### config.mk
export PLATFORM = sky130hd
export DESIGN_NAME = extended_gcd_flat
export DESIGN_NICKNAME = d
export VERILOG_FILES = /design/src/hw/rtl/egcd_pkg.sv /design/src/hw/rtl/egcd_channels.sv /design/src/hw/rtl/extended_gcd.sv /design/src/hw/rtl/egcd_dpath.sv /design/src/hw/rtl/egcd_ctrl.sv /design/src/flat_wrapper.sv
export SDC_FILE = /design/constraint.sdc
export NUM_CORES = 2
export LEC_CHECK = 0
export BUFFER_PORTS_ARGS = -buffer_cell sky130_fd_sc_hd__buf_4
export CORE_UTILIZATION = 57
export DETAILED_ROUTE_END_ITERATION = 6
export HOLD_SLACK_MARGIN = 0.03
export PLACE_DENSITY = 0.76
export SLEW_MARGIN = 20
export SYNTH_ARGS = -nofsm -noshare
export SYNTH_HDL_FRONTEND = slang
export SYNTH_HIERARCHICAL = 1
export SYNTH_SLANG_ARGS = --single-unit
### constraint.sdc
create_clock -name clk -period 6.65 [get_ports clk]
set_input_delay 0.665 -clock clk [delete_from_list [all_inputs] [get_ports clk]]
set_output_delay 0.665 -clock clk [all_outputs]
set_load 0.005 [all_outputs]
### src/hw/rtl/egcd_pkg.sv
// Shared constants, state encoding and command/status types of the extended gcd block.
package egcd_pkg;

  localparam int WIDTH      = 32;
  localparam int OPND_W     = WIDTH - 1;
  localparam int COEFF_W    = WIDTH;
  localparam int STEP_LIMIT = 2 * WIDTH + 2;
  localparam int STEP_W     = $clog2(STEP_LIMIT + 1);
  localparam int ADDR_W     = $clog2(STEP_LIMIT);
  localparam int BIT_W      = $clog2(OPND_W);

  typedef enum logic [2:0] {
    ST_IDLE,
    ST_CHECK,
    ST_DIV,
    ST_WRITE,
    ST_BACK,
    ST_MUL,
    ST_UPD,
    ST_DONE
  } egcd_state_t;

  typedef struct packed {
    logic load;        // latch operands, seed coefficients
    logic div_start;   // seed the divider
    logic div_step;    // one restoring-division bit
    logic div_finish;  // store quotient, shift remainders
    logic rd;          // read stored quotient
    logic mul;         // form q * y
    logic upd;         // apply x = y, y = x - q*y
    logic out_load;    // capture the result word
  } egcd_cmd_t;

  typedef struct packed {
    logic lo_zero;
    logic steps_full;
    logic steps_zero;
    logic bit_last;
  } egcd_sts_t;

endpackage

### src/hw/rtl/egcd_channels.sv
// Handshake channel interfaces for the operand and result words.
interface egcd_in_if;
  logic                        valid;
  logic                        ready;
  logic [egcd_pkg::OPND_W-1:0] a_value;
  logic [egcd_pkg::OPND_W-1:0] b_value;

  modport source (output valid, output a_value, output b_value, input ready);
  modport sink (input valid, input a_value, input b_value, output ready);
endinterface

interface egcd_out_if;
  logic                               valid;
  logic                               ready;
  logic        [egcd_pkg::OPND_W-1:0]  divisor;
  logic signed [egcd_pkg::COEFF_W-1:0] coeff_x;
  logic signed [egcd_pkg::COEFF_W-1:0] coeff_y;

  modport source (output valid, output divisor, output coeff_x, output coeff_y, input ready);
  modport sink (input valid, input divisor, input coeff_x, input coeff_y, output ready);
endinterface

### src/hw/rtl/extended_gcd.sv
// Top level of the extended gcd block: controller, datapath and checks.
//
//   channel    dir   word fields                      handshake
//   operands   in    a_value, b_value (31b unsigned)  valid/ready
//   results    out   divisor (31b), coeff_x, coeff_y  valid/ready
//                    (32b two's complement)
//
// One word is worked on at a time. Each quotient step of the forward pass is
// one check, 31 restoring-division bits and one store; the unwind does a
// memory read, a multiply and an update per stored quotient. For 31-bit
// operands a word has at most 45 quotient steps.
// Reset clears the controller state and the result valid flag; the quotient
// store and the payload registers need no reset.
// A new operand word is taken while an earlier result still waits; a stalled
// result sink only holds the finished word back in the last state.
module extended_gcd (
  input logic       clk,
  input logic       rst,
  egcd_in_if.sink   operands,
  egcd_out_if.source results
);
  import egcd_pkg::*;

  egcd_cmd_t cmd;
  egcd_sts_t sts;

  egcd_ctrl u_ctrl (
    .clk       (clk),
    .rst       (rst),
    .in_valid  (operands.valid),
    .in_ready  (operands.ready),
    .out_valid (results.valid),
    .out_ready (results.ready),
    .sts       (sts),
    .cmd       (cmd)
  );

  egcd_dpath u_dpath (
    .clk     (clk),
    .cmd     (cmd),
    .sts     (sts),
    .a_value (operands.a_value),
    .b_value (operands.b_value),
    .divisor (results.divisor),
    .coeff_x (results.coeff_x),
    .coeff_y (results.coeff_y)
  );

  // Take one operand word at a time.
  a_one_at_a_time: assert property (@(posedge clk) disable iff (rst)
    operands.valid && operands.ready |=> !operands.ready)
    else $error("operand word taken while busy");

  // Never overwrite a result word that has not been taken.
  a_no_overwrite: assert property (@(posedge clk) disable iff (rst)
    cmd.out_load |-> (!results.valid || results.ready))
    else $error("pending result overwritten");

  // A captured result is offered in the next cycle.
  a_load_shows: assert property (@(posedge clk) disable iff (rst)
    cmd.out_load |=> results.valid)
    else $error("captured result not offered");

  // 31-bit operands never reach the quotient step limit.
  a_step_bound: assert property (@(posedge clk) disable iff (rst)
    cmd.div_start |-> !sts.steps_full)
    else $error("quotient step limit reached");

endmodule

### src/hw/rtl/egcd_dpath.sv
// Datapath: restoring divider, quotient store and coefficient unwind unit.
module egcd_dpath (
  input  logic                               clk,
  input  egcd_pkg::egcd_cmd_t                cmd,
  output egcd_pkg::egcd_sts_t                sts,
  input  logic        [egcd_pkg::OPND_W-1:0]  a_value,
  input  logic        [egcd_pkg::OPND_W-1:0]  b_value,
  output logic        [egcd_pkg::OPND_W-1:0]  divisor,
  output logic signed [egcd_pkg::COEFF_W-1:0] coeff_x,
  output logic signed [egcd_pkg::COEFF_W-1:0] coeff_y
);
  import egcd_pkg::*;

  logic [OPND_W-1:0]  rem_hi;
  logic [OPND_W-1:0]  rem_lo;
  logic [OPND_W-1:0]  part_rem;
  logic [OPND_W-1:0]  quo;
  logic [BIT_W-1:0]   bit_cnt;
  logic [STEP_W-1:0]  steps;
  logic [COEFF_W-1:0] cx;
  logic [COEFF_W-1:0] cy;
  logic [COEFF_W-1:0] prod;
  logic [OPND_W-1:0]  q_rd;
  logic [OPND_W-1:0]  qmem [STEP_LIMIT];

  logic [OPND_W:0]    shifted;
  logic [OPND_W+1:0]  trial;
  logic [STEP_W-1:0]  rd_index;
  logic [COEFF_W-1:0] q_ext;

  assign shifted  = {part_rem, quo[OPND_W-1]};
  assign trial    = {1'b0, shifted} - {2'b00, rem_lo};
  assign rd_index = steps - STEP_W'(1);
  assign q_ext    = {{(COEFF_W - OPND_W){1'b0}}, q_rd};

  // Divider and remainder pair.
  always_ff @(posedge clk) begin
    if (cmd.load) begin
      rem_hi <= a_value;
      rem_lo <= b_value;
    end else if (cmd.div_finish) begin
      rem_hi <= rem_lo;
      rem_lo <= part_rem;
    end
    if (cmd.div_start) begin
      part_rem <= '0;
      quo      <= rem_hi;
      bit_cnt  <= '0;
    end else if (cmd.div_step) begin
      if (trial[OPND_W+1]) begin
        part_rem <= shifted[OPND_W-1:0];
      end else begin
        part_rem <= trial[OPND_W-1:0];
      end
      quo     <= {quo[OPND_W-2:0], ~trial[OPND_W+1]};
      bit_cnt <= bit_cnt + BIT_W'(1);
    end
  end

  // Step count: counts up on the forward pass, down on the unwind.
  always_ff @(posedge clk) begin
    if (cmd.load) begin
      steps <= '0;
    end else if (cmd.div_finish) begin
      steps <= steps + STEP_W'(1);
    end else if (cmd.upd) begin
      steps <= rd_index;
    end
  end

  // Quotient store.
  always_ff @(posedge clk) begin
    if (cmd.div_finish) begin
      qmem[steps[ADDR_W-1:0]] <= quo;
    end
    if (cmd.rd) begin
      q_rd <= qmem[rd_index[ADDR_W-1:0]];
    end
  end

  // Coefficient unwind, wrapping at the coefficient width.
  always_ff @(posedge clk) begin
    if (cmd.load) begin
      cx <= COEFF_W'(1);
      cy <= '0;
    end else if (cmd.upd) begin
      cx <= cy;
      cy <= cx - prod;
    end
    if (cmd.mul) begin
      prod <= q_ext * cy;
    end
  end

  // Result word.
  always_ff @(posedge clk) begin
    if (cmd.out_load) begin
      divisor <= rem_hi;
      coeff_x <= cx;
      coeff_y <= cy;
    end
  end

  assign sts.lo_zero    = (rem_lo == '0);
  assign sts.steps_full = (steps == STEP_W'(STEP_LIMIT));
  assign sts.steps_zero = (steps == '0);
  assign sts.bit_last   = (bit_cnt == BIT_W'(OPND_W - 1));

endmodule

### src/hw/rtl/egcd_ctrl.sv
// Controller: sequences division steps, the unwind pass and the result hand-off.
module egcd_ctrl (
  input  logic                clk,
  input  logic                rst,
  input  logic                in_valid,
  output logic                in_ready,
  output logic                out_valid,
  input  logic                out_ready,
  input  egcd_pkg::egcd_sts_t sts,
  output egcd_pkg::egcd_cmd_t cmd
);
  import egcd_pkg::*;

  egcd_state_t state;
  egcd_state_t state_next;
  logic        out_free;

  assign out_free = !out_valid || out_ready;

  always_ff @(posedge clk) begin
    if (rst) begin
      state <= ST_IDLE;
    end else begin
      state <= state_next;
    end
  end

  always_comb begin
    state_next = state;
    unique case (state)
      ST_IDLE: begin
        if (in_valid) state_next = ST_CHECK;
      end
      ST_CHECK: begin
        if (sts.lo_zero || sts.steps_full) begin
          state_next = ST_BACK;
        end else begin
          state_next = ST_DIV;
        end
      end
      ST_DIV: begin
        if (sts.bit_last) state_next = ST_WRITE;
      end
      ST_WRITE: state_next = ST_CHECK;
      ST_BACK: begin
        if (sts.steps_zero) begin
          state_next = ST_DONE;
        end else begin
          state_next = ST_MUL;
        end
      end
      ST_MUL:  state_next = ST_UPD;
      ST_UPD:  state_next = ST_BACK;
      ST_DONE: begin
        if (out_free) state_next = ST_IDLE;
      end
      default: state_next = ST_IDLE;
    endcase
  end

  always_comb begin
    cmd      = '0;
    in_ready = 1'b0;
    unique case (state)
      ST_IDLE: begin
        // Refuse operands while reset is held.
        in_ready = !rst;
        cmd.load = in_valid && !rst;
      end
      ST_CHECK: cmd.div_start = !(sts.lo_zero || sts.steps_full);
      ST_DIV:   cmd.div_step = 1'b1;
      ST_WRITE: cmd.div_finish = 1'b1;
      ST_BACK:  cmd.rd = !sts.steps_zero;
      ST_MUL:   cmd.mul = 1'b1;
      ST_UPD:   cmd.upd = 1'b1;
      ST_DONE:  cmd.out_load = out_free;
      default: begin
        cmd      = '0;
        in_ready = 1'b0;
      end
    endcase
  end

  // Hold the result word until the sink takes it.
  always_ff @(posedge clk) begin
    if (rst) begin
      out_valid <= 1'b0;
    end else if (cmd.out_load) begin
      out_valid <= 1'b1;
    end else if (out_ready) begin
      out_valid <= 1'b0;
    end
  end

endmodule

### src/flat_wrapper.sv
// flat-port wrapper written by rule: the top's interface ports become plain ports
module extended_gcd_flat import egcd_pkg::*;
  (clk, rst, operands_valid, operands_a_value, operands_b_value, operands_ready, results_valid, results_divisor, results_coeff_x, results_coeff_y, results_ready);
  egcd_in_if operands_i ();
  egcd_out_if results_i ();
  input logic clk;
  input logic rst;
  input wire logic [$bits(operands_i.valid)-1:0] operands_valid;
  input wire logic [$bits(operands_i.a_value)-1:0] operands_a_value;
  input wire logic [$bits(operands_i.b_value)-1:0] operands_b_value;
  output wire logic [$bits(operands_i.ready)-1:0] operands_ready;
  output wire logic [$bits(results_i.valid)-1:0] results_valid;
  output wire logic [$bits(results_i.divisor)-1:0] results_divisor;
  output wire logic [$bits(results_i.coeff_x)-1:0] results_coeff_x;
  output wire logic [$bits(results_i.coeff_y)-1:0] results_coeff_y;
  input wire logic [$bits(results_i.ready)-1:0] results_ready;
  assign operands_i.valid = operands_valid;
  assign operands_i.a_value = operands_a_value;
  assign operands_i.b_value = operands_b_value;
  assign operands_ready = operands_i.ready;
  assign results_valid = results_i.valid;
  assign results_divisor = results_i.divisor;
  assign results_coeff_x = results_i.coeff_x;
  assign results_coeff_y = results_i.coeff_y;
  assign results_i.ready = results_ready;
  extended_gcd u_core (.clk(clk), .rst(rst), .operands(operands_i), .results(results_i));
endmodule
After elaboration in Yosys (flattened, before gate mapping)
Memory sizes are Yosys's and may differ from the RTL's. A register that Yosys moved wholly into a read port is not among the register bits.
Index checks and enable logic that the tools add are counted.
{"block": "word_totals", "regBits": 331, "output_inout_bits": 97, "n_memories": 1, "mem_bits_rw": 2046, "wordCells": 77, "inputBits": 66}
{"block": "classes", "n_addsub": 5, "multipliers": 1, "n_bitwise": 1, "muxes": 28, "eq_ne": 12, "n_reduce_logical": 15}
{"name": "u_core.u_dpath.qmem", "depth": 66, "width": 31, "read_ports": 1, "rd_ports_with_merged_regs": 1, "write_ports": 1, "line_no": "egcd_dpath.sv:24", "source": "logic [OPND_W-1:0] qmem [STEP_LIMIT];"}
{"cell": "31-bit 2-to-1 mux", "n": 7}
{"cell": "32-bit by 31-bit subtractor with 33-bit output", "n": 1}
{"cell": "31-bit by 32-bit multiplier with 32-bit output", "n": 1}
{"cell": "32-bit subtractor", "n": 1}
{"cell": "31-bit zero test", "n": 1}
{"cell": "3-bit case mux with 8 select lines", "n": 1}
{"cell": "7-bit 2-to-1 mux", "n": 2}
{"cell": "1-bit 2-to-1 mux", "n": 13}
{"cell": "3-bit == test (second input constant)", "n": 4}
{"cell": "3-bit 2-to-1 mux", "n": 4}
{"cell": "2-bit nonzero test", "n": 4}
{"cell": "7-bit by 1-bit adder with 7-bit output (second input constant)", "n": 1}
{"cell": "7-bit == test (second input constant)", "n": 1}
{"cell": "7-bit zero test", "n": 1}
{"cell": "7-bit by 1-bit subtractor with 7-bit output (second input constant)", "n": 1}
{"cell": "3-bit by 2-bit == test with 1-bit output (second input constant)", "n": 2}
{"cell": "5-bit by 1-bit adder with 5-bit output (second input constant)", "n": 1}
{"cell": "5-bit == test (second input constant)", "n": 1}
{"cell": "1-bit zero test", "n": 4}
{"cell": "2-bit inequality test (second input constant)", "n": 2}
{"cell": "3-bit by 1-bit == test with 1-bit output (second input constant)", "n": 1}
{"cell": "3-bit zero test", "n": 1}
{"cell": "3-bit AND reduction", "n": 1}
{"cell": "1-bit logical OR", "n": 2}
{"cell": "other kinds (4)", "n": 4}

Logic depth before layout (Yosys ltp)
{"block": "depth", "ltp_word": 5, "ltp_mapped": 28, "depth_no_buf": 26}

Cells and area by module
Netlist, hierarchy kept.
{"module": "egcd_dpath", "n_inst": 1, "cells_per_inst": 6154, "area_each_um2": 109446.2, "seq_area_each_um2": 71118.2}
{"module": "egcd_ctrl", "n_inst": 1, "cells_per_inst": 38, "area_each_um2": 289.0, "seq_area_each_um2": 80.1}

Least setup slack after synthesis
Ideal clock, no wire load.
{"block": "synth_path", "kind": "register to register", "startpoint": "register u_core.u_dpath.cy[15]", "endpoint": "register u_core.u_dpath.prod[31] (data pin)", "setup_ps": 260, "setup_slack_ps": -353, "t_arrival_ps": 6744, "t_required_ps": 6390, "period_less_slack_ps": 7003, "path_stages_with_launch": 27, "n_path_buf": 2, "path_cell_list": "dfxtp_1 > clkbuf_1 > clkbuf_1 > nand2_1 > fa_1 > fa_1 > inv_1 > fa_1 > inv_1 > fa_1 > inv_1 > fa_1 > fa_1 > inv_1 > fa_1 > fa_1 > inv_1 > ha_1 > a21o_1 > a21o_1 > a21o_1 > a211oi_1 > or3b_2 > a21oi_1 > o31ai_1 > o21ai_0 > xnor2_1"}
{"block": "synth_between", "elab_chain_len": 1}
{"element": "start: declaration", "line_no": "egcd_dpath.sv:21", "source": "logic [COEFF_W-1:0] cy;"}
{"element": "start signal: assignment", "line_no": "egcd_dpath.sv:88", "source": "cy <= cx - prod;"}
{"element": "31-bit by 32-bit multiplier with 32-bit output", "line_no": "egcd_dpath.sv:91", "source": "prod <= q_ext * cy;"}
{"element": "end signal: assignment", "line_no": "egcd_dpath.sv:91"}
{"element": "end: declaration", "line_no": "egcd_dpath.sv:22", "source": "logic [COEFF_W-1:0] prod;"}
Every way passes these cells.
A chain may end at the register's enable or synchronous reset.

Worst setup path after layout
{"block": "layout_path", "startpoint": "register u_core.u_dpath.q_rd[4], read port of u_core.u_dpath.qmem", "endpoint": "register u_core.u_dpath.prod[30] (data pin)"}
{"block": "layout_between", "elab_chain_len": 1}
{"element": "start: declaration", "line_no": "egcd_dpath.sv:23", "source": "logic [OPND_W-1:0] q_rd;"}
{"element": "31-bit by 32-bit multiplier with 32-bit output", "line_no": "egcd_dpath.sv:91"}
Every way passes these cells.

==> summary.md <==
| Metric | Value |
|---|---|
| Final instance area | roughly 120,000 um2 |
| RSZ-0062 raised after global routing | yes |
| Routed wire per std cell | 32.5 um |
| Worst skew pair latency | approximately 900 ps |
| CP Capture Type | register |
| Worst-path fanout max | 5 |
| Max Transition Viols Final | 0 |
| Core box area | 191,000 um2 |
| Met2 Usage GRT | 51.9% |
| 1st-iter DRT viols | between 7,000 and 8,000 |
| GRT overflow | 0 |
| Detailed Place HPWL | 177 mm |
| Failing checks | design-rule violations, negative setup slack |
| Residual DRC | 3 |
| Final layout net count | 7,279 |
| Initial antenna violation count | 19 |
| DR pass1 iterations | 7 |
| Async SR Flop Fraction | 0% |
| Final wirelength | 303 mm |
| H-tree lvl count | 4 |
| Outcome | complete, but fails checks |
| Fmax | 0.146 GHz |
| Tcrit/Tclk final | 103% |
| Critical path's most frequent cell | fa_1 |
| Placement Setup Slack | -376 ps |
| Setup slack after layout | -203 ps |
| Seq/Total Area, Yosys | 64.9% |
| Final setup viols | 8 |
| FF-to-FF path depth | 24 |
| WS Path Type | register to register |
| Startpoint types | register |
| Syn_area_per_cell | 17.7 um2 |
| IO Count | around 160 |
| Count of input and output buffers | 162 |
| FP Rows | 160 |
| Yosys reg bits | 2,408 |
| Met3 Track Usage GR | under 10% |
| Pwr Total | roughly 38 mW |
| Post-synth EDFFs | 2,297 |
| Die area | 194,000 um2 |
| Max_slew headroom | 19.8% |
| Layout cell share with drive strength beyond 1 | between 20% and 30% |
| Slowest cell on crit path | fa_1 |
| Leakage | 42.7 nW |
| CTS root buffer | clkbuf_16 |
| Final setup TNS | -842 ps |
| Gpl congestion | 0.938 |
| Class of the worst hold path | primary input to register |
| Area Overhead vs Synth | 13.5% |
| First-pass GRT wire length | roughly 430 mm |
| # clock sinks | 2,408 |
| Ys Warns | 6 |
| Synth Cell Area | around 110,000 um2 |
| CTS tree | yes |
| Slew at the pin closest to its max-slew limit | 1200 ps |
| Count of cell types in the netlist | 79 |
| Met1 Usage GRT | 40.5% |
| Max-cap violations | 0 |
| Crit-path max cell delay | 530 ps |
| Most common cell after layout, fill and taps aside | edfxtp_1 |
| Hold Path Depth | 3 |
| Worst-path clk slew | 60 ps |
| Largest net degree at the start of global routing | 102 |
| Post-synthesis instance total | 6,192 |
| WP buf/inv | 7 |
| Crit path DAT | between 7000 and 8000 ps |
| Via Count | roughly 60,000 |
| CP Cell Sequence | buf_6 -> and2_4 -> fa_1 -> fa_1 -> fa_1 -> inv_1 -> fa_1 -> inv_2 -> fa_1 -> inv_2 -> fa_1 -> inv_1 -> fa_1 -> inv_1 -> fa_1 -> inv_2 -> ha_4 -> a21o_1 -> a21oi_2 -> o211ai_1 -> and3_1 -> or3_4 -> o31ai_4 -> xnor2_1 |
| PwrDens | 304 nW/um2 |
| Fin. Hold Viols | 0 |
| Levels on crit path | 24 |
| Vias in the first global route | 62,034 |
| Die Width | 441 um |
| Synth Flop Type | edfxtp_1 |
| GR peak layer | met2 |
| Num CTS Buffers | 226 |
| Maximum VDD drop | 0.000382 V |
| Gr usage total | between 30% and 40% |
| Final core occ | 65.3% |
| Chip Height | 441 um |
| Critical path data required time | around 7000 ps |
| Most frequent cells in the layout | edfxtp_1 (2,297), mux4_2 (651), nand2_1 (468) |
| Clock skew after layout | 113 ps |
| CTS Buffer Depth | 3 |
| Crit path max-delay family | adder cells |
| Syn Nets | 6,856 |
| Post-place instance area | 116,000 um2 |
| Detail Route Antenna Nets | 0 |
| Final min period | just under 7000 ps |
| Vias per cell | 6.48 |
| Initial Util | approximately 58% |
-- power breakdown --
| group | total, mW | internal (mW) | switching [mW] | leakage [nW] |
|---|---|---|---|---|
| sequential | 17.3 | 17.1 | 0.213 | 21.6 |
| clock | 13.3 | 7.47 | 5.80 | 3.71 |
| combinational | 7.28 | 2.89 | 4.39 | 17.4 |
| total | 37.8 | 27.4 | 10.4 | 42.7 |
-- final cells by class --
class	count	area [um2]
Fill cell	12368	66200
Inverter	470	1760
Tap cell	2511	3140
Clock buffer	269	5880
Antenna cell	11	27.5
Multi-Input combinational cell	2996	36400
Clock inverter	154	1740
Timing Repair Buffer	513	4420
Sequential cell	2408	71200
-- synthesized netlist by cell type (all sizes together), types with 11 or more instances --
cell       n  area [um2]
nor2     227         855
xor2      35         307
ha       187        2340
a211oi    17         133
inv      470        1760
mux4     651       14700
o21ai    120         601
a311oi    28         245
clkbuf   230         863
mux2      63         709
nand2b    15        93.8
buf       88         473
o211ai    14         115
o21a      17         128
a21oi     60         304
or3       17         106
nand2    469        1760
and3      12        75.1
fa       411        8230
a21o      38         285
edfxtp  2297       69000
nand3     30         150
xnor2     92         806
dfxtp    111        2220
a31oi     15        93.8
mux2i     79         791
nand4     15        93.8
nor4      11        75.1
nor3      33         165
nor2b     20         125
and2     227        1420
-- state kept, by name, indices dropped and copies added (netlist names), 32 cells and up --
| signal | count |
|---|---|
| u_core/u_dpath/coeff_x | 32 |
| u_core/u_dpath/coeff_y | 32 |
| u_core/u_dpath/cx | 32 |
| u_core/u_dpath/cy | 32 |
| u_core/u_dpath/prod | 32 |
| u_core/u_dpath/qmem | 2046 |
-- through the flow --
step	std cells	hold slack [ps]
floorplan	6192	406
global placement	8881	420
detailed placement	8883	428
CTS	9316	51.6
global route	9322	85.0
finish	9332	109
-- final timing paths --
check | slack [ps] | from | endpoint
setup / recovery | -200 | u_core/u_dpath/q_rd[4] | u_core/u_dpath/prod[30]
hold / removal | 110 | operands_a_value[12] | u_core/u_dpath/rem_hi[12]
setup reg to reg | -200 | u_core/u_dpath/q_rd[4] | u_core/u_dpath/prod[30]
hold reg to reg | 440 | u_core/u_dpath/cx[0] | u_core/u_dpath/coeff_x[0]
-- cell families after synthesis --
kind of cell | synth area share [%]
fa+ha+maj | 9.63
buf+inv | 2.83
xor+xnor | 1.01
simple gates | 4.65
mux | 14.7
compound gates | 2.27
flops | 64.9
-- worst register-to-register path, cell delays in order (launching register included) --
cell	delay, ps
edfxtp_1	520
buf_6	190
and2_4	130
fa_1	490
fa_1	440
fa_1	510
inv_1	50
fa_1	490
inv_2	40
fa_1	510
inv_2	40
fa_1	530
inv_1	50
fa_1	470
inv_1	50
fa_1	500
inv_2	50
ha_4	230
a21o_1	180
a21oi_2	130
o211ai_1	130
and3_1	180
or3_4	380
o31ai_4	230
xnor2_1	80
-- repair_timing --
| action | CTS | global route |
|---|---|---|
| setup endpoints to repair | 10 | 13 |
| endpoints found under the hold margin | 5 | 0 |
| resized for setup | 51 | 47 |
| pin swaps | 35 | 31 |
| hold buffers | 2 | 0 |
| setup buffers | 9 | 5 |
-- routing by layer --
layer	part of all wire (%)	vias up
li1	-	24308
met1	35	31599
met2	50	3810
met3	9.7	761
met4	5.4	16
met5	0.053	-
No activity file was read; power rests on OpenSTA's default activity.
